==> src/rtl/core/ttip_pkg.sv <==
// Shared types, constants and helpers of the trajectory table interpolator.
package ttip_pkg;

  localparam int NUM_POINTS_DEF = 32;
  localparam int NUM_VALUES     = 8;
  localparam int VAL_W          = 32;
  localparam int ROW_W          = NUM_VALUES * VAL_W;
  localparam int IDX_W          = 5;
  localparam int CFG_IDX_W      = 2;
  localparam int NUM_W          = 52;
  localparam int ITER_W         = 6;

  // Quotient bits produced for each kind of division.
  localparam logic [ITER_W-1:0] ITER_RATIO  = 6'd16;
  localparam logic [ITER_W-1:0] ITER_THRUST = 6'd52;

  localparam logic [31:0] KILO_HALF  = 32'd32768000;
  localparam logic [31:0] FRAC_HALF  = 32'd32768;

  // floor(y / 125) equals (y * KILO_RECIP) >> KILO_SHIFT for every y below 2^31.
  localparam logic [31:0] KILO_RECIP = 32'd2199023256;
  localparam int          KILO_SHIFT = 38;

  localparam logic [2:0] K_MASS   = 3'd6;
  localparam logic [2:0] K_THRUST = 3'd7;

  localparam logic [CFG_IDX_W-1:0] CFG_HORIZON = 2'd0;
  localparam logic [CFG_IDX_W-1:0] CFG_TMAX    = 2'd1;
  localparam logic [CFG_IDX_W-1:0] CFG_TMIN    = 2'd2;

  localparam logic REQ_WRITE = 1'b0;
  localparam logic REQ_QUERY = 1'b1;

  typedef enum logic [1:0] {
    STS_INTERP = 2'd0,
    STS_BEFORE = 2'd1,
    STS_AFTER  = 2'd2
  } status_t;

  typedef enum logic [3:0] {
    S_CLEAR, S_IDLE, S_SRD, S_SCMP, S_RDA, S_RDB, S_LDB, S_WRAT,
    S_MUL, S_PREP, S_START, S_WDIV, S_OUT
  } state_t;

  typedef struct packed {
    logic    tbl_wr;
    logic    tbl_clr;
    logic    q_ld;
    logic    tprev_ld;
    logic    ld_a;
    logic    ld_b;
    logic    ratio_start;
    logic    r_ld;
    logic    mul;
    logic    prep;
    logic    div_start;
    logic    held_wr;
    logic    held_div;
    logic    out_ld;
    status_t status;
    logic [2:0] k;
  } cmd_t;

  typedef struct packed {
    logic t_later;
    logic div_done;
    logic den_zero;
  } sts_t;

  // Applies a sign to a magnitude and clamps to the signed 32-bit range.
  function automatic logic [31:0] sat32(input logic neg, input logic [NUM_W-1:0] mag);
    logic [31:0] res;
    if (!neg) begin
      res = (mag > NUM_W'(32'h7FFF_FFFF)) ? 32'h7FFF_FFFF : mag[31:0];
    end else begin
      res = (mag > NUM_W'(33'h0_8000_0000)) ? 32'h8000_0000 : (~mag[31:0] + 32'd1);
    end
    return res;
  endfunction

endpackage

==> src/rtl/core/ttip_ctrl.sv <==
// Controller: clearing pass, table scan and sequencing of the interpolation steps.
module ttip_ctrl
  import ttip_pkg::*;
#(
  parameter int NUM_POINTS = NUM_POINTS_DEF
) (
  input  logic                          clk,
  input  logic                          rst_n,
  input  logic                          in_valid,
  input  logic                          in_req_type,
  input  logic [IDX_W-1:0]              in_entry_index,
  output logic                          in_ready,
  output logic                          out_valid,
  input  logic                          out_ready,
  input  sts_t                          sts,
  output cmd_t                          cmd,
  output logic [$clog2(NUM_POINTS)-1:0] addr
);

  localparam int AW = $clog2(NUM_POINTS);
  localparam logic [AW-1:0] LAST = AW'(NUM_POINTS - 1);

  state_t        state_r, state_nxt;
  logic [AW-1:0] cnt_r, cnt_nxt;
  logic [2:0]    k_r, k_nxt;
  status_t       status_r, status_nxt;
  logic          out_valid_r, out_valid_nxt;

  always_ff @(posedge clk) begin
    if (!rst_n) begin
      state_r     <= S_CLEAR;
      cnt_r       <= '0;
      k_r         <= '0;
      status_r    <= STS_INTERP;
      out_valid_r <= 1'b0;
    end else begin
      state_r     <= state_nxt;
      cnt_r       <= cnt_nxt;
      k_r         <= k_nxt;
      status_r    <= status_nxt;
      out_valid_r <= out_valid_nxt;
    end
  end

  always_comb begin
    state_nxt  = state_r;
    cnt_nxt    = cnt_r;
    k_nxt      = k_r;
    status_nxt = status_r;
    out_valid_nxt = out_valid_r & ~out_ready;
    in_ready   = 1'b0;
    addr       = cnt_r;
    cmd        = '0;
    cmd.k      = k_r;
    cmd.status = status_r;

    unique case (state_r)
      S_CLEAR: begin
        cmd.tbl_clr = 1'b1;
        if (cnt_r == LAST) begin
          cnt_nxt   = '0;
          state_nxt = S_IDLE;
        end else begin
          cnt_nxt = cnt_r + 1'b1;
        end
      end
      S_IDLE: begin
        in_ready = 1'b1;
        if (in_valid) begin
          if (in_req_type == REQ_QUERY) begin
            cmd.q_ld  = 1'b1;
            cnt_nxt   = '0;
            state_nxt = S_SRD;
          end else if (32'(in_entry_index) < NUM_POINTS) begin
            cmd.tbl_wr = 1'b1;
          end
        end
      end
      S_SRD: begin
        state_nxt = S_SCMP;
      end
      S_SCMP: begin
        if (sts.t_later) begin
          if (cnt_r == '0) begin
            status_nxt = STS_BEFORE;
            state_nxt  = S_OUT;
          end else begin
            cmd.ratio_start = 1'b1;
            state_nxt       = S_RDA;
          end
        end else begin
          cmd.tprev_ld = 1'b1;
          if (cnt_r == LAST) begin
            status_nxt = STS_AFTER;
            state_nxt  = S_OUT;
          end else begin
            cnt_nxt   = cnt_r + 1'b1;
            state_nxt = S_SRD;
          end
        end
      end
      S_RDA: begin
        addr      = cnt_r - 1'b1;
        state_nxt = S_RDB;
      end
      S_RDB: begin
        cmd.ld_a  = 1'b1;
        state_nxt = S_LDB;
      end
      S_LDB: begin
        cmd.ld_b  = 1'b1;
        state_nxt = S_WRAT;
      end
      S_WRAT: begin
        if (sts.div_done) begin
          cmd.r_ld   = 1'b1;
          k_nxt      = '0;
          status_nxt = STS_INTERP;
          state_nxt  = S_MUL;
        end
      end
      S_MUL: begin
        cmd.mul   = 1'b1;
        state_nxt = S_PREP;
      end
      S_PREP: begin
        cmd.prep  = 1'b1;
        state_nxt = S_START;
      end
      S_START: begin
        // Mass needs only a shift; equal thrust limits give zero.
        if (k_r == K_MASS || (k_r == K_THRUST && sts.den_zero)) begin
          cmd.held_wr = 1'b1;
          if (k_r == K_THRUST) begin
            state_nxt = S_OUT;
          end else begin
            k_nxt     = k_r + 1'b1;
            state_nxt = S_MUL;
          end
        end else begin
          cmd.div_start = 1'b1;
          state_nxt     = S_WDIV;
        end
      end
      S_WDIV: begin
        if (sts.div_done) begin
          cmd.held_wr  = 1'b1;
          cmd.held_div = 1'b1;
          if (k_r == K_THRUST) begin
            state_nxt = S_OUT;
          end else begin
            k_nxt     = k_r + 1'b1;
            state_nxt = S_MUL;
          end
        end
      end
      S_OUT: begin
        if (!out_valid_r || out_ready) begin
          cmd.out_ld    = 1'b1;
          out_valid_nxt = 1'b1;
          state_nxt     = S_IDLE;
        end
      end
      default: begin
        state_nxt = S_IDLE;
      end
    endcase
  end

  assign out_valid = out_valid_r;

endmodule

==> config.mk <==
export PLATFORM = sky130hd
export DESIGN_NAME = ttip_ctrl
export DESIGN_NICKNAME = d
export VERILOG_FILES = /design/src/rtl/core/ttip_pkg.sv /design/src/rtl/core/ttip_ctrl.sv
export SDC_FILE = /design/constraint.sdc
export NUM_CORES = 1
export LEC_CHECK = 0
export CAP_MARGIN = 25
export CORE_MARGIN = 3
export CORE_UTILIZATION = 35
export DETAILED_ROUTE_END_ITERATION = 12
export DONT_BUFFER_PORTS = 1
export PLACE_DENSITY = 0.58
export SYNTH_ARGS = -nofsm -noshare
export SYNTH_HDL_FRONTEND = slang
export SYNTH_SLANG_ARGS = --single-unit
==> constraint.sdc <==
create_clock -name clk -period 2.9 [get_ports clk]
set_input_delay 0.58 -clock clk [delete_from_list [all_inputs] [get_ports clk]]
set_output_delay 0.58 -clock clk [all_outputs]
set_load 0.005 [all_outputs]
# == Yosys cells after proc, flatten, opt, wreduce, memory -nomap -nowiden ==
# Cells that the tools add are included.
# Widths: inputs -> output; s select.
# totals
regBits,15
latch_bits,0
mem_bits_rw,0
mem_bits_ro,0
input_bits,13
out_inout_bits,26
wordCells,107
n_memories,0
# classes
add_sub_neg,3
mul,0
div_mod_pow,0
magnitude_cmp,0
eq_ne,26
n_shift,0
n_mux,58
n_bitwise,2
reduce_logical,13
# ops
op,n
$pmux 4 s13,1
$mux 4,9
$mux 5,6
$mux 1,27
$eq 4x4->1 const B,5
$mux 3,6
$ne 2x2->1 const B,9
$eq 4x3->1 const B,4
$pmux 5 s3,1
$mux 2,5
$pmux 3 s3,1
$eq 4x2->1 const B,2
$reduce_and 4->1,2
$eq 3x3->1 const B,2
$ne 3x3->1 const B,2
$reduce_and 6->1,1
$reduce_bool 3->1,2
$add 5x1->5 const B,1
$eq 5x5->1 const B,1
$logic_not 5->1,1
$reduce_and 5->1,1
$sub 5x1->5 const B,1
$eq 4x1->1 const B,1
$logic_not 4->1,1
9 further kinds,10

# == Depth between registers and ports, before layout ==
# logic_depth
ltp_word,5
ltp_mapped,7
depth_no_buf,7

# == Worst setup path after synthesis ==
# OpenSTA, ideal clock, no wires.
# synth_path
path_kind,register to output
from,register state_r[1]
to,output addr[3]
arrival_time_ns,1.321
required_time_ns,2.320
slack_ns,0.999
path_stages_with_launch,6
path_buffers,1
path_cell_list,dfxtp_1 > buf_6 > or2_4 > nor3_4 > nor4b_4 > xor2_1
# synth_between
elab_chain_len,2
# synth_rtl
item,line,text
from (decl),ttip_ctrl.sv:23,"state_t state_r, state_nxt;"
from (signal assigned),ttip_ctrl.sv:37,state_r <= state_nxt;
$eq 4x3->1,ttip_ctrl.sv:57,unique case (state_r)
$mux 5,ttip_ctrl.sv:57,
to (decl),ttip_ctrl.sv:17,output logic [$clog2(NUM_POINTS)-1:0] addr
# No other way between the ends.

# == Final worst setup path ==
# layout_path
from,register state_r[3]
to,output addr[3]
# Same word-level chain as after synthesis.

==> impl_metrics.py <==
metrics = {
    "synth": {
        "synth_largest_area_cell": "dfxtp_1",
        "async_flop_share": 0,
        "syn_area_per_cell_sq_um": 8.41,
        "ys_warn_count": 0,
        "yosys.area_share.adder": 0.0694,
        "synth_area_leaders": "dfxtp_1 24%, ha_1 6.9%, nand2_1 5.1%",
        "synth_top_family_by_area": "simple AND/OR/NAND/NOR gates",
        "ys.flop_type": "dfxtp_1",
        "synth_most_common_cell": "nand2_1",
        "synth_area_sq_um": 1260,
        "netlist_instances": 150,
        "synth_top_area_frac": 0.238,
        "ys_types": 55,
        "syn-num-nets": 170,
        "synth.area.mux_share": 0.0476,
        "synth_simple_gate_area_share": 0.371,
        "synth-seq-area-share": 0.238,
        "synth_compound_area_frac": 0.180,
        "synth-seq-cells": 15,
        "synth_edf_count": 0,
        "yosys-top-cells-count": "17 x nand2_1, 15 x dfxtp_1, 7 x ha_1, 7 x nor2_1",
        "synthXorXnorAreaFrac": 0.0347,
    },
    "routing": {
        "remaining_drc_errors": 0,
        "drtAntennaViolNets": 0,
        "drtIter0Drc": 34,
        "viasPerCell": 5.72,
        "wire_per_inst_um": 15.7,
        "drt_wl_total_um": 3010,
        "via_count": 1092,
        "first_pass_iters": 4,
    },
    "worst_setup_path": {
        "path_class": "flop to output pin",
        "cp_cell_sequence": "or2_4, nor3_4, nor4b_4, xor2_1",
        "max_stage_delay_ns": 0.49,
        "start_kind": "flop",
        "worstSetupEndpointType": "output pin",
        "slowest_stage": "dfxtp_1",
        "path_buf_inv": 0,
        "r2r_cells": 7,
        "path_depth": 4,
        "crit_fanout": 16,
        "cp_data_arrival_time_ns": 1.87,
        "crit_family": "simple AND/OR/NAND/NOR gates",
        "crit_required_ns": 2.32,
    },
    "grt": {
        "grt_usage": 0.142,
        "grt_max_degree": 29,
        "grt_antenna_before_repair": 0,
        "grt_pass1_vias": 1001,
        "grt_pass1_wl_um": 4950,
        "globalRouteOverflowTotal": 0,
    },
    "timing": {
        "setup_viol": 0,
        "fin_tns_setup_ns": 0,
        "relSlewSlack": 0.598,
        "fmax_mhz": 407,
        "hold_violations": 0,
        "period_share": 0.846,
        "period_needed_ns": 2.45,
        "worstMarginPinSlew_ns": 0.602,
        "grt_setup_unrepaired": "false",
        "finalMaxSlewViolations": 0,
        "finalClockSkew_ns": 0.00288,
        "setup_slack_ns": 0.446,
    },
    "pwr": {
        "p_comb_frac": 0.074,
        "finalPower_uw": 371,
        "p_leak_uw": 0.000474,
        "powerDensity_nw_per_um2": 286,
        "p_int_uw": 276,
        "pwr-share-seq": 0.585,
        "switchingPower_uw": 95.4,
        "ir_worst_vdd_v": 0.000101,
        "swShare": 0.257,
        "clock_power_share": 0.341,
    },
    "floorplan": {
        "core_sq_um": 3420,
        "start_util": 0.369,
        "die_x_um": 66.0,
        "die_y_um": 66.0,
        "rows": 21,
        "dieArea_sq_um": 4360,
        "ioPinCount": 39,
    },
    "final_layout": {
        "fin_area_sq_um": 1300,
        "nets": 166,
        "drive_above_1_share": 0.103,
        "diodes": 0,
        "n_fill_cell": 368,
        "area_growth_pct": 3.08,
    },
    "placement": {
        "place.gp.congestion": 0.850,
        "port_buffers": 0,
        "dp_hpwl_um": 2270,
        "dp_slack_ns": 0.757,
        "placed_area_sq_um": 1270,
    },
    "outcome": {
        "outcome": "completed",
    },
    "cts": {
        "cts_setup_buffers": 0,
        "holdBufCountCts": 0,
        "cts_root_buf": "clkbuf_4",
        "h-tree-depth": 1,
        "clk_latency_ns": 0.28,
        "cts_sinks": 15,
        "clk_pin_slew_worst_paths_ns": 0.10,
        "cts_inserted_buffers": 3,
        "clockBufferDepth": 2,
        "cts_tree": "yes",
        "cts_resized": 0,
    },
    "hold_path": {
        "hold-path-cell-count": 2,
        "min_path_type": "primary input to flop",
    },
    "flow_run": {
        "cap_violations": 0,
    },
}
-- per-layer routing --
layer / part of all wire / wire length, um / global-route usage / vias up
li1: - / - / - / 549
met1: 0.44 / 1320 / 0.190 / 513
met2: 0.47 / 1420 / 0.228 / 28
met3: 0.085 / 256 / 0.0442 / 2
met4: 0.0027 / 8 / 0.0228 / 0
met5: 0 / 0 / 0 / -
-- flip-flops by register name (all words and copies together), names as in the netlist --
| name | count |
|---|---|
| state_r | 4 |
| out_valid | 1 |
| cnt_r | 5 |
| status_r | 2 |
| k_r | 3 |
-- cells in the final DEF, fill, tap and decap left out, drive strengths merged, types with 5 or more instances in the layout --
cell type	instances
inv	6
nand2	18
ha	7
o211ai	5
nand3	6
nor4b	5
mux2i	6
dfxtp	15
nor2	7
-- layout make-up --
type	count	area, sq um	area share
flip-flops and latches	15	300	0.231
well taps	46	57.6	0.0443
inverters	6	22.5	0.0173
multi-input cells	119	886	0.681
repair buffers	1	7.51	0.00577
clock buffers	4	26.3	0.0202
-- per-stage QoR --
step,instances,utilization,hold WS (ns)
2_1_floorplan,150,-,0.480
3_3_place_gp,187,0.373,0.501
3_5_place_dp,187,0.373,0.517
4_1_cts,191,0.381,0.396
5_1_grt,191,0.381,0.407
6_report,191,0.381,0.405
-- worst register-to-register path: cells and delay by family (launching register included) --
family	cells	cell delay, ns
AO/OA/AOI/OAI	2	0.51
adder cells (fa/ha/maj)	2	0.47
AND/OR/NAND/NOR	3	0.51
flip-flops	1	0.39
-- cell families after synthesis --
logic type / Yosys count
AOI/OAI and AO/OA: 29
DFF: 15
and+or+nand+nor: 72
xor gates and xnor gates: 5
adders and majority gates: 7
buffers and inverters: 16
muxes: 6
-- final timing paths --
check | to | startpoint | slack [ns]
hold / removal | state_r[1] | rst_n | 0.41
setup reg to reg | cnt_r[1] | cnt_r[1] | 0.95
hold reg to reg | cnt_r[4] | cnt_r[4] | 0.53
setup / recovery | addr[3] | state_r[3] | 0.45
-- power by group through the flow --
| stage | Clock (uW) | Combinational [uW] | Sequential (uW) |
|---|---|---|---|
| 5_1_grt | 140 | 31.9 | 218 |
| 3_3_place_gp | 0 | 26.5 | 222 |
| 4_1_cts | 131 | 27.7 | 217 |
| 3_5_place_dp | 0 | 27.4 | 222 |
| 2_1_floorplan | 0 | 29.5 | 219 |
| 6_report | 127 | 27.4 | 217 |
(Power assumes the default switching activity.)
